==> config.mk <==
export PLATFORM = sky130hd
export DESIGN_NAME = sample_confidence_interval
export DESIGN_NICKNAME = d
export VERILOG_FILES = /design/src/sv/sci_pkg.sv /design/src/sv/sci_ctrl.sv /design/src/sv/sci_dp.sv /design/src/sv/sample_confidence_interval.sv
export SDC_FILE = /design/constraint.sdc
export NUM_CORES = 2
export LEC_CHECK = 0
export BUFFER_PORTS_ARGS = -buffer_cell sky130_fd_sc_hd__buf_2
export CORE_MARGIN = 5
export CORE_UTILIZATION = 30
export DETAILED_ROUTE_END_ITERATION = 10
export PLACE_DENSITY = 0.51
export SLEW_MARGIN = 20
export SYNTH_ARGS = -nofsm -noshare
export SYNTH_HDL_FRONTEND = slang
export SYNTH_HIERARCHICAL = 1
export SYNTH_SLANG_ARGS = --single-unit
==> constraint.sdc <==
create_clock -name clk -period 12.75 [get_ports clk]
set_input_delay 2.55 -clock clk [delete_from_list [all_inputs] [get_ports clk]]
set_output_delay 2.55 -clock clk [all_outputs]
set_load 0.01 [all_outputs]
==> src/sv/sci_pkg.sv <==
// ----------------------------------------------------------------------------
// sci_pkg
// Shared types and constants for the sample confidence interval block.
// ----------------------------------------------------------------------------
`default_nettype none

package sci_pkg;

  localparam int MaxSamplesDefault = 4096;
  localparam logic [15:0] QuantileReset = 16'd8028;

  typedef enum logic [1:0] {
    ST_ACC,
    ST_CHECK,
    ST_RUN,
    ST_FIN
  } state_t;

  // Arithmetic steps, issued in this order
  typedef enum logic [3:0] {
    OP_MEAN_DIV,
    OP_NSQ_MUL,
    OP_SSQ_MUL,
    OP_NN_MUL,
    OP_VAR_DIV,
    OP_S_SQRT,
    OP_P_MUL,
    OP_PP_MUL,
    OP_H_DIV,
    OP_H_SQRT
  } op_t;

  typedef enum logic [1:0] {
    RES_OK  = 2'd0,
    RES_FEW = 2'd1,
    RES_OVF = 2'd2
  } res_t;

  typedef struct packed {
    logic in_ready;
    logic start;
    op_t  op;
    logic load_out;
    res_t code;
  } ctrl_cmd_t;

  typedef struct packed {
    logic busy;
    logic ovf;
    logic few;
    logic out_free;
  } dp_status_t;

endpackage

`default_nettype wire

==> src/sv/sci_ctrl.sv <==
// ----------------------------------------------------------------------------
// sci_ctrl
// Sequencer: accumulation, special-case check, arithmetic steps, result load.
// ----------------------------------------------------------------------------
`default_nettype none

module sci_ctrl (
  input  wire                  clk,
  input  wire                  rst,
  input  wire                  in_valid,
  input  wire                  in_last,
  input  sci_pkg::dp_status_t  stat,
  output sci_pkg::ctrl_cmd_t   cmd
);
  import sci_pkg::*;

  state_t state, state_next;
  op_t    step, step_next;
  logic   issued, issued_next;
  res_t   code, code_next;

  always_ff @(posedge clk) begin
    if (rst) begin
      state  <= ST_ACC;
      step   <= OP_MEAN_DIV;
      issued <= 1'b0;
      code   <= RES_OK;
    end else begin
      state  <= state_next;
      step   <= step_next;
      issued <= issued_next;
      code   <= code_next;
    end
  end

  always_comb begin
    state_next   = state;
    step_next    = step;
    issued_next  = issued;
    code_next    = code;
    cmd.in_ready = 1'b0;
    cmd.start    = 1'b0;
    cmd.op       = step;
    cmd.load_out = 1'b0;
    cmd.code     = code;
    unique case (state)
      ST_ACC: begin
        cmd.in_ready = 1'b1;
        if (in_valid && in_last) state_next = ST_CHECK;
      end
      ST_CHECK: begin
        step_next   = OP_MEAN_DIV;
        issued_next = 1'b0;
        priority if (stat.ovf) begin
          code_next  = RES_OVF;
          state_next = ST_FIN;
        end else if (stat.few) begin
          code_next  = RES_FEW;
          state_next = ST_FIN;
        end else begin
          code_next  = RES_OK;
          state_next = ST_RUN;
        end
      end
      ST_RUN: begin
        if (!issued) begin
          cmd.start   = 1'b1;
          issued_next = 1'b1;
        end else if (!stat.busy) begin
          issued_next = 1'b0;
          if (step == OP_H_SQRT) state_next = ST_FIN;
          else step_next = op_t'(step + 1'b1);
        end
      end
      ST_FIN: begin
        if (stat.out_free) begin
          cmd.load_out = 1'b1;
          state_next   = ST_ACC;
        end
      end
      default: state_next = ST_ACC;
    endcase
  end

endmodule

`default_nettype wire

==> src/sv/sci_dp.sv <==
// ----------------------------------------------------------------------------
// sci_dp
// Datapath: running sums, shift-add multiplier, restoring divider,
// bit-pair square root, result register.
// ----------------------------------------------------------------------------
`default_nettype none

module sci_dp #(
  parameter int MAX_SAMPLES = sci_pkg::MaxSamplesDefault
) (
  input  wire                  clk,
  input  wire                  rst,
  input  sci_pkg::ctrl_cmd_t   cmd,
  output sci_pkg::dp_status_t  stat,
  input  wire                  in_valid,
  input  wire  [23:0]          in_sample,
  input  wire                  cfg_we,
  input  wire  [15:0]          cfg_wdata,
  input  wire                  out_ready,
  output logic                 out_valid,
  output logic [135:0]         out_data
);
  import sci_pkg::*;

  logic        [12:0] cnt;
  logic signed [35:0] sum;
  logic        [58:0] sqs;
  logic               ovf;
  logic        [15:0] quant;

  logic [23:0] ax;
  logic [47:0] ax_sq;
  logic [35:0] as;
  logic        acc_fire;

  op_t         op_q;
  logic        busy;
  logic [6:0]  e_cnt;

  logic [79:0] m_acc, m_a;
  logic [39:0] m_b;
  logic [71:0] d_q;
  logic [23:0] d_r, d_d;
  logic [24:0] d_trial;
  logic [63:0] s_x;
  logic [31:0] s_root;
  logic [33:0] s_rem;
  logic [35:0] s_rem2, s_trial;

  logic [23:0] mean_r;
  logic [70:0] num_r;
  logic [23:0] dd_r;
  logic [63:0] var_r;
  logic [24:0] s_r;
  logic [39:0] p_r;
  logic [55:0] sh_r;
  logic [55:0] v_r;
  logic [27:0] h_r;

  logic [23:0] o_mean;
  logic [31:0] o_lo, o_hi, o_width;
  logic [12:0] o_cnt;
  res_t        o_code;
  logic [31:0] mean_ext, h_ext;

  assign acc_fire = in_valid && cmd.in_ready;
  assign ax       = in_sample[23] ? 24'(-in_sample) : in_sample;
  assign ax_sq    = ax * ax;
  assign as       = sum[35] ? 36'(-sum) : 36'(sum);
  assign d_trial  = {d_r, d_q[71]};
  assign s_rem2   = {s_rem, s_x[63:62]};
  assign s_trial  = {2'b00, s_root, 2'b01};
  assign mean_ext = {{8{mean_r[23]}}, mean_r};
  assign h_ext    = {4'b0, h_r};

  assign stat.busy     = busy;
  assign stat.ovf      = ovf;
  assign stat.few      = cnt < 13'd2;
  assign stat.out_free = !out_valid || out_ready;

  assign out_data = {1'b0, o_code, o_cnt, o_width, o_hi, o_lo, o_mean};

  always_ff @(posedge clk) begin
    if (rst) quant <= QuantileReset;
    else if (cfg_we) quant <= cfg_wdata;
  end

  // Running sums
  always_ff @(posedge clk) begin
    if (rst || cmd.load_out) begin
      cnt <= '0;
      sum <= '0;
      sqs <= '0;
      ovf <= 1'b0;
    end else if (acc_fire) begin
      if (cnt < 13'(MAX_SAMPLES)) begin
        cnt <= cnt + 13'd1;
        sum <= sum + 36'(signed'(in_sample));
        sqs <= sqs + {11'b0, ax_sq};
      end else begin
        ovf <= 1'b1;
      end
    end
  end

  // Shared arithmetic units
  always_ff @(posedge clk) begin
    if (rst) begin
      busy <= 1'b0;
    end else if (cmd.start) begin
      busy <= 1'b1;
      op_q <= cmd.op;
      m_acc  <= '0;
      d_r    <= '0;
      s_root <= '0;
      s_rem  <= '0;
      unique case (cmd.op)
        OP_MEAN_DIV: begin
          d_q <= {36'b0, as}; d_d <= {11'b0, cnt}; e_cnt <= 7'd72;
        end
        OP_VAR_DIV: begin
          d_q <= {1'b0, num_r}; d_d <= dd_r; e_cnt <= 7'd72;
        end
        OP_H_DIV: begin
          d_q <= {16'b0, sh_r}; d_d <= {11'b0, cnt}; e_cnt <= 7'd72;
        end
        OP_S_SQRT: begin
          s_x <= var_r; e_cnt <= 7'd32;
        end
        OP_H_SQRT: begin
          s_x <= {8'b0, v_r}; e_cnt <= 7'd32;
        end
        OP_NSQ_MUL: begin
          m_a <= {21'b0, sqs}; m_b <= {27'b0, cnt};
        end
        OP_SSQ_MUL: begin
          m_a <= {44'b0, as}; m_b <= as[35:0] == '0 ? '0 : {4'b0, as};
        end
        OP_NN_MUL: begin
          m_a <= {67'b0, cnt}; m_b <= {27'b0, cnt - 13'd1};
        end
        OP_P_MUL: begin
          m_a <= {55'b0, s_r}; m_b <= {24'b0, quant};
        end
        OP_PP_MUL: begin
          m_a <= {40'b0, p_r}; m_b <= p_r;
        end
        default: begin
          m_a <= '0; m_b <= '0;
        end
      endcase
    end else if (busy) begin
      unique case (op_q)
        OP_MEAN_DIV, OP_VAR_DIV, OP_H_DIV: begin
          if (e_cnt != 7'd0) begin
            e_cnt <= e_cnt - 7'd1;
            if (d_trial >= {1'b0, d_d}) begin
              d_r <= 24'(d_trial - {1'b0, d_d});
              d_q <= {d_q[70:0], 1'b1};
            end else begin
              d_r <= d_trial[23:0];
              d_q <= {d_q[70:0], 1'b0};
            end
          end else begin
            busy <= 1'b0;
            unique case (op_q)
              OP_MEAN_DIV: mean_r <= sum[35] ? ~d_q[23:0] + {23'b0, d_r == '0}
                                             : d_q[23:0];
              OP_VAR_DIV:  var_r <= d_q[63:0];
              default:     v_r <= d_q[55:0];
            endcase
          end
        end
        OP_S_SQRT, OP_H_SQRT: begin
          if (e_cnt != 7'd0) begin
            e_cnt <= e_cnt - 7'd1;
            s_x   <= {s_x[61:0], 2'b00};
            if (s_rem2 >= s_trial) begin
              s_rem  <= 34'(s_rem2 - s_trial);
              s_root <= {s_root[30:0], 1'b1};
            end else begin
              s_rem  <= s_rem2[33:0];
              s_root <= {s_root[30:0], 1'b0};
            end
          end else begin
            busy <= 1'b0;
            if (op_q == OP_S_SQRT) s_r <= s_root[24:0];
            else h_r <= s_root[27:0];
          end
        end
        default: begin
          if (m_b != '0) begin
            if (m_b[0]) m_acc <= m_acc + m_a;
            m_a <= {m_a[78:0], 1'b0};
            m_b <= {1'b0, m_b[39:1]};
          end else begin
            busy <= 1'b0;
            unique case (op_q)
              OP_NSQ_MUL: num_r <= m_acc[70:0];
              OP_SSQ_MUL: num_r <= num_r - m_acc[70:0];
              OP_NN_MUL:  dd_r  <= m_acc[23:0];
              OP_P_MUL:   p_r   <= m_acc[39:0];
              default:    sh_r  <= m_acc[79:24];
            endcase
          end
        end
      endcase
    end
  end

  // Result register
  always_ff @(posedge clk) begin
    if (rst) out_valid <= 1'b0;
    else if (cmd.load_out) out_valid <= 1'b1;
    else if (out_ready) out_valid <= 1'b0;
  end

  always_ff @(posedge clk) begin
    if (cmd.load_out) begin
      o_cnt  <= cnt;
      o_code <= cmd.code;
      if (cmd.code == RES_OK) begin
        o_mean  <= mean_r;
        o_lo    <= mean_ext - h_ext;
        o_hi    <= mean_ext + h_ext;
        o_width <= {3'b0, h_r, 1'b0};
      end else begin
        o_mean  <= '0;
        o_lo    <= '0;
        o_hi    <= '0;
        o_width <= '0;
      end
    end
  end

endmodule

`default_nettype wire

==> src/sv/sample_confidence_interval.sv <==
// ----------------------------------------------------------------------------
// sample_confidence_interval
// Mean, sample deviation and confidence bounds over a run of Q11.12 samples.
// ----------------------------------------------------------------------------
// Samples are taken one per cycle; the transaction with tlast closes the set
// and stalls the input while the result is worked out: a floor divide of the
// sum, shift-add products, a division of the 71-bit numerator, a square root,
// the quantile product and its square, a third division and a second root, all
// done by the bit-serial multiplier (one bit a cycle, up to 40), the 72-step
// restoring divider (used three times) and the 32-step square root (twice).
// A set of one sample returns status 1, a set past MAX_SAMPLES returns status
// 2, both with zero bounds. The result is held in an output register, so the
// next set starts while it waits.
// ----------------------------------------------------------------------------
`default_nettype none

module sample_confidence_interval #(
  parameter int MAX_SAMPLES = sci_pkg::MaxSamplesDefault
) (
  input  wire          clk,
  input  wire          rst,
  input  wire          s_axis_tvalid,
  output logic         s_axis_tready,
  input  wire  [23:0]  s_axis_tdata,  // sample[23:0]
  input  wire          s_axis_tlast,
  output logic         m_axis_tvalid,
  input  wire          m_axis_tready,
  // mean_value[23:0], lower_bound[55:24], upper_bound[87:56],
  // interval_width[119:88], sample_count[132:120], status[134:133]
  output logic [135:0] m_axis_tdata,
  input  wire          cfg_we,
  input  wire  [15:0]  cfg_wdata
);
  import sci_pkg::*;

  ctrl_cmd_t  cmd;
  dp_status_t stat;

  sci_ctrl u_ctrl (
    .clk      (clk),
    .rst      (rst),
    .in_valid (s_axis_tvalid),
    .in_last  (s_axis_tlast),
    .stat     (stat),
    .cmd      (cmd)
  );

  sci_dp #(.MAX_SAMPLES(MAX_SAMPLES)) u_dp (
    .clk       (clk),
    .rst       (rst),
    .cmd       (cmd),
    .stat      (stat),
    .in_valid  (s_axis_tvalid),
    .in_sample (s_axis_tdata),
    .cfg_we    (cfg_we),
    .cfg_wdata (cfg_wdata),
    .out_ready (m_axis_tready),
    .out_valid (m_axis_tvalid),
    .out_data  (m_axis_tdata)
  );

  assign s_axis_tready = cmd.in_ready;

`ifndef NO_ASSERTIONS
  a_stall_after_last: assert property (@(posedge clk) disable iff (rst)
    (s_axis_tvalid && s_axis_tready && s_axis_tlast) |=> !s_axis_tready)
    else $error("input not stalled after closing transaction");

  a_special_zero: assert property (@(posedge clk) disable iff (rst)
    (m_axis_tvalid && m_axis_tdata[134:133] != RES_OK) |-> m_axis_tdata[119:0] == '0)
    else $error("special result carries nonzero bounds");

  a_width_even: assert property (@(posedge clk) disable iff (rst)
    m_axis_tvalid |-> !m_axis_tdata[88])
    else $error("interval width odd");

  a_count_range: assert property (@(posedge clk) disable iff (rst)
    m_axis_tvalid |-> m_axis_tdata[132:120] <= 13'(MAX_SAMPLES))
    else $error("sample count beyond limit");
`endif

endmodule

`default_nettype wire

Word level (Yosys, flattened, before mapping). Cells that the tools add are included.

Bits in latches: 0. Bits in writable memories: 0. Memories: 0. Output and inout bits: 138. Register bits: 1120. Memory bits (read-only): 0.

Divide/modulo/power cells: 0. Magnitude comparators: 4. Bitwise logic cells: 10. Multiplexer cells: 77. Shifts and indexed selects: 0. Equality and inequality tests: 31. Add/sub/neg operators: 15. Multiply operators: 1. Reduce and logical (&&, ||, !) cells: 55.

Operators by type and width (count): $mux W80 (8); $pmux W80 S6 (1); $mux W72 (4); $mux W64 (4); $pmux W40 S6 (1); $pmux W72 S3 (1); $mux W40 (4); $mux W24 (6); $pmux W71 S2 (1); $mux W34 (4); $pmux W64 S2 (1); $mux W32 (3); $add A80 B80 Y80 (1); $mux W36 (2); $sub A71 B71 Y71 (1); $add A59 B48 Y59 (1); $reduce_and A6 Y1 (9); $mul A24 B24 Y48 (1); $pmux W24 S2 (1); $reduce_bool A40 Y1 (1); $add A36 B24 Y36 (1); $ge A36 B34 Y1 (1); $logic_not A36 Y1 (1); $neg A36 Y36 (1); other kinds (50) (134).

Longest topological paths before layout.
Word-level depth: 6. Depth in mapped cells: 38. Depth with buffers taken out: 36.

Modules after synthesis. The synthesis kept the hierarchy.

Modules (own cells, without submodules): sci_dp (times used 1, cells each 7781, area each 78072.4 um^2, seq. area each 31820.5 um^2); sci_ctrl (times used 1, cells each 64, area each 615.6 um^2, seq. area each 180.2 um^2).

Worst setup path before layout. OpenSTA, ideal clock, no wires.

Path type: input to register. Start point: in s_axis_tdata[0]. End point: reg u_dp.sqs[57]. Arrival: 11.353 ns. Required time: 12.636 ns. Setup slack: 1.283 ns. Stages on the path: 37. Buffers on the path: 3. Cell sequence: inv_1 -> clkbuf_1 -> ha_1 -> or3b_2 -> or2_2 -> nand2b_1 -> nand2b_1 -> and2_1 -> xnor2_1 -> clkinv_1 -> clkbuf_1 -> nand2_1 -> fa_1 -> fa_1 -> inv_1 -> fa_1 -> inv_1 -> fa_1 -> inv_1 -> fa_1 -> fa_1 -> inv_1 -> fa_1 -> inv_1 -> ha_1 -> clkbuf_1 -> a21o_1 -> a21o_1 -> a21oi_1 -> o21ai_0 -> a311oi_1 -> o41ai_1 -> a31o_2 -> a21o_1 -> a41oi_1 -> or3_1 -> nand2_1.

Longest elaborated chain between the ends: 4.

Ends and longest elaborated chain: start: declaration (line sample_confidence_interval.sv:24) `input wire [23:0] s_axis_tdata,`; $neg A24 Y24 (line sci_dp.sv:67) `assign ax = in_sample[23] ? 24'(-in_sample) : in_sample;`; $mux W24 (*) (line sci_dp.sv:67); $mul A24 B24 Y48 (*) (line sci_dp.sv:68) `assign ax_sq = ax * ax;`; $add A59 B48 Y59 (*) (line sci_dp.sv:99) `sqs <= sqs + {11'b0, ax_sq};`; end signal: assignment (line sci_dp.sv:99); end: declaration (line sci_dp.sv:27) `logic [58:0] sqs;`.

Mark *: on every way between the ends. The rest lies on a longest branch, timed or not. A chain may end at the register's enable or synchronous reset.

Worst setup path in the final report.
Start point: in s_axis_tdata[3]. End point: reg u_dp.sqs[54].

The elaborated chain is that of the path after synthesis.

==> summary.txt <==
Run status
  • Status: completed

STA
  • Slew margin rel.: 32.25%
  • Slew Limit Fails: 0
  • Setup violators final: 0
  • Total Neg Setup Slack: 0 ps
  • Crit share post-route: 90.74%
  • Final min period: roughly 12000 ps
  • Unrepaired setup endpoints after global routing: no
  • Worst-margin pin slew: 1007 ps
  • Final Hold Fails: 0
  • Layout Skew: 53.05 ps
  • Fmax: 86.44 MHz

Synth
  • Cells after Synth: 7845
  • Yosys Warn Count: 6
  • Mapped Area: 0.07869 mm^2
  • Post-synth EDFFs: 975
  • Register bit total from synthesis: 1111
  • Ys async rst share: 0%
  • Syn Area/Cell: 10.03 um^2
  • Synth Flop Type: edfxtp_1
  • Cell variety after synth: 91
  • Sequential share of the synthesized area: 40.67%

Setup path
  • R2R Path Start: u_dp/sqs[8]
  • CP Buf/Inv Count: 9
  • CP dominant cell by count: fa_1
  • Crit path max-delay family: adder cells
  • Critical R2R Capture: u_dp/sqs[57]
  • Worst setup SP type: input pin
  • Setup crit end: u_dp/sqs[54]
  • CP required: 13360 ps
  • Crit path DAT: roughly 12000 ps
  • Slowest stage cell, crit path: fa_1
  • Critical Path End Type: flop
  • Reg2Reg Depth: 22
  • Critical path class: input pin to flop
  • Highest cell delay on the worst timing path: roughly 560 ps
  • Critical path origin: s_axis_tdata[3]
  • Reg2Reg Setup Slack: 6770 ps
  • WP depth: 36
  • Worst Path Max Fanout: 9

Placed design
  • Post-DP HPWL: roughly 180000 um
  • # port buffers: around 180
  • Placed cells: 11310
  • Final GP Congestion: between 0.9 and 1

Clock network
  • Clk pin slew, worst setup/hold paths: 60 ps
  • H-tree levels: 3
  • Hold buffers post-CTS: 0
  • Max clock buf depth: 3
  • CTS tree: done
  • Post-CTS Resized: 0
  • Postcts setup bufs: 0
  • Root buf cell: clkbuf_16
  • Worst-skew pair later-pin latency: slightly below 800 ps
  • CTS sink cnt: 1111
  • Cts bufs inserted: approximately 120

Global routing
  • Number of global-route vias before repair: between 50000 and 60000
  • Gr usage total: 16.96%
  • First-pass GRT wire length: roughly 360000 um
  • Grt total ovfl: 0
  • Initial antenna violation count: 1
  • Largest net degree at the start of global routing: 152

Detailed routing
  • Routed len/inst: 20.42 um
  • First-pass iteration count of the detailed router: 6
  • Via density: between 5 and 6
  • Antenna Nets Post-Route: 0
  • Total Wirelength: around 240000 um
  • DR vias: ~58000
  • Iter 0 DRT Violations: 4314
  • Final routed DRC violation total: 0

Final layout
  • Antenna diodes: 0
  • Filler Cells Inserted: 26610
  • Layout cell share with drive strength beyond 1: 7.278%
  • Finished Layout Cells: between 10000 and 15000
  • Area grow syn2layout: 11.71%
  • Multi-input logic area: ~0.042 mm^2
  • Final nets: 8935
  • Register area: 0.03200 mm^2

Job
  • Max Cap Viol: 0

Floorplanning
  • Die Height: 522.1 um
  • Initial core utilization: a little under a third
  • Full die area: roughly 0.27 mm^2
  • Std-Cell Rows: 188
  • Die width: approximately 520 um
  • CORE AREA: 0.2618 mm^2
  • # IOs: 184

Worst hold path
  • Worst min path class: flop to flop
==> per-layer routing <==
metal | vias up | part of all wire (%) | track usage [%]
li1 | 27340 | - | -
met1 | 28930 | 44 | 22.61
met4 | 0 | 3.0 | 4.662
met3 | 308 | 4.8 | 2.032
met2 | 1413 | 48 | 29.05
met5 | - | 0 | 0
==> synth_stat cells (56+ instances only) <==
library cell  count  area [um^2]
nand4_1          90        563.0
edfxtp_1        975        29280
nand3_1         114        570.6
clkbuf_1        315         1182
nor3_1           92        460.4
a31oi_1          59        369.1
dfxtp_1         136         2723
o31ai_1          56        420.4
inv_1           955         3585
o21ai_0         332         1662
xnor2_1         241         2111
fa_1            479         9589
nand2b_1         64        400.4
nor2b_1         105        656.9
a21oi_1         521         2608
a21o_1          174         1306
ha_1            493         6168
xor2_1          149         1305
nor2_1          803         3014
a221oi_1         86        753.2
nand2_1         667         2504
o2bb2ai_1        68        595.6
mux2i_1         118         1181
o21bai_1         71        533.0
==> how the worst min path moves through the flow <==
stage | start | end | depth (start not counted)
final | u_dp/d_q[57] | u_dp/var_r[57] | 0
after global routing | u_dp/s_root[25] | u_dp/h_r[25] | 0
after CTS | u_dp/d_q[57] | u_dp/var_r[57] | 0
after detailed placement | u_dp/d_q[57] | u_dp/var_r[57] | 0
after global placement | u_dp/d_q[62] | u_dp/var_r[62] | 0
after floorplan | u_dp/cnt[11] | u_dp/o_cnt[11] | 0
==> flip-flops by register name, summed over array words and instances, names as in the netlist, 29 cells and up <==
signal	flops
u_dp/num_r	71
u_dp/sh_r	56
u_dp/var_r	64
u_dp/sqs	59
u_dp/sum	36
u_dp/m_a	80
u_dp/o_hi	29
u_dp/s_rem	34
u_dp/s_x	64
u_dp/v_r	56
u_dp/m_b	40
u_dp/p_r	40
u_dp/d_q	72
u_dp/m_acc	80
u_dp/s_root	32
u_dp/o_lo	30
==> cells by family after synthesis <==
family,synth area share (%)
other cells,0.009544
compound gates,14.04
fa+ha+maj,20.03
buf+inv,6.383
xor+xnor,4.362
simple gates,12.69
flops,40.67
mux,1.830
==> stage by stage <==
stage               hold WS [ps]  area, um^2  worst slack [ps]  utilization (%)
CTS                        451.4       87890              1392            33.57
floorplan                  406.4       78770              1283                -
global route               463.8       87900             784.8            33.57
detailed placement         435.6       83670             601.9            31.96
global placement           436.7       83660             653.6            31.96
finish                     451.1       87900              1181            33.57
==> layout make-up <==
cell class / count / share of cell area [%]
repair buffers: 287 / 1.963
well taps: 3515 / 5.003
clock inverters: 84 / 1.090
inverters: 965 / 4.124
flip-flops and latches: 1111 / 36.41
clock buffers: 146 / 3.709
multi-input cells: 5431 / 47.70
==> layout by cell type (no fill, tap or decap), types with 125 or more instances in the layout <==
cell       count
edfxtp_1     975
inv_1        955
nor2_1       792
nand2_1      667
a21oi_1      519
ha_1         493
fa_1         479
o21ai_0      332
xnor2_1      239
buf_2        178
a21o_1       174
xor2_1       149
dfxtp_1      135
clkbuf_16    125
Power is left out: the tool's default activity adds up to more than one toggle a clock period on the data nets, which glitch-free logic cannot reach.
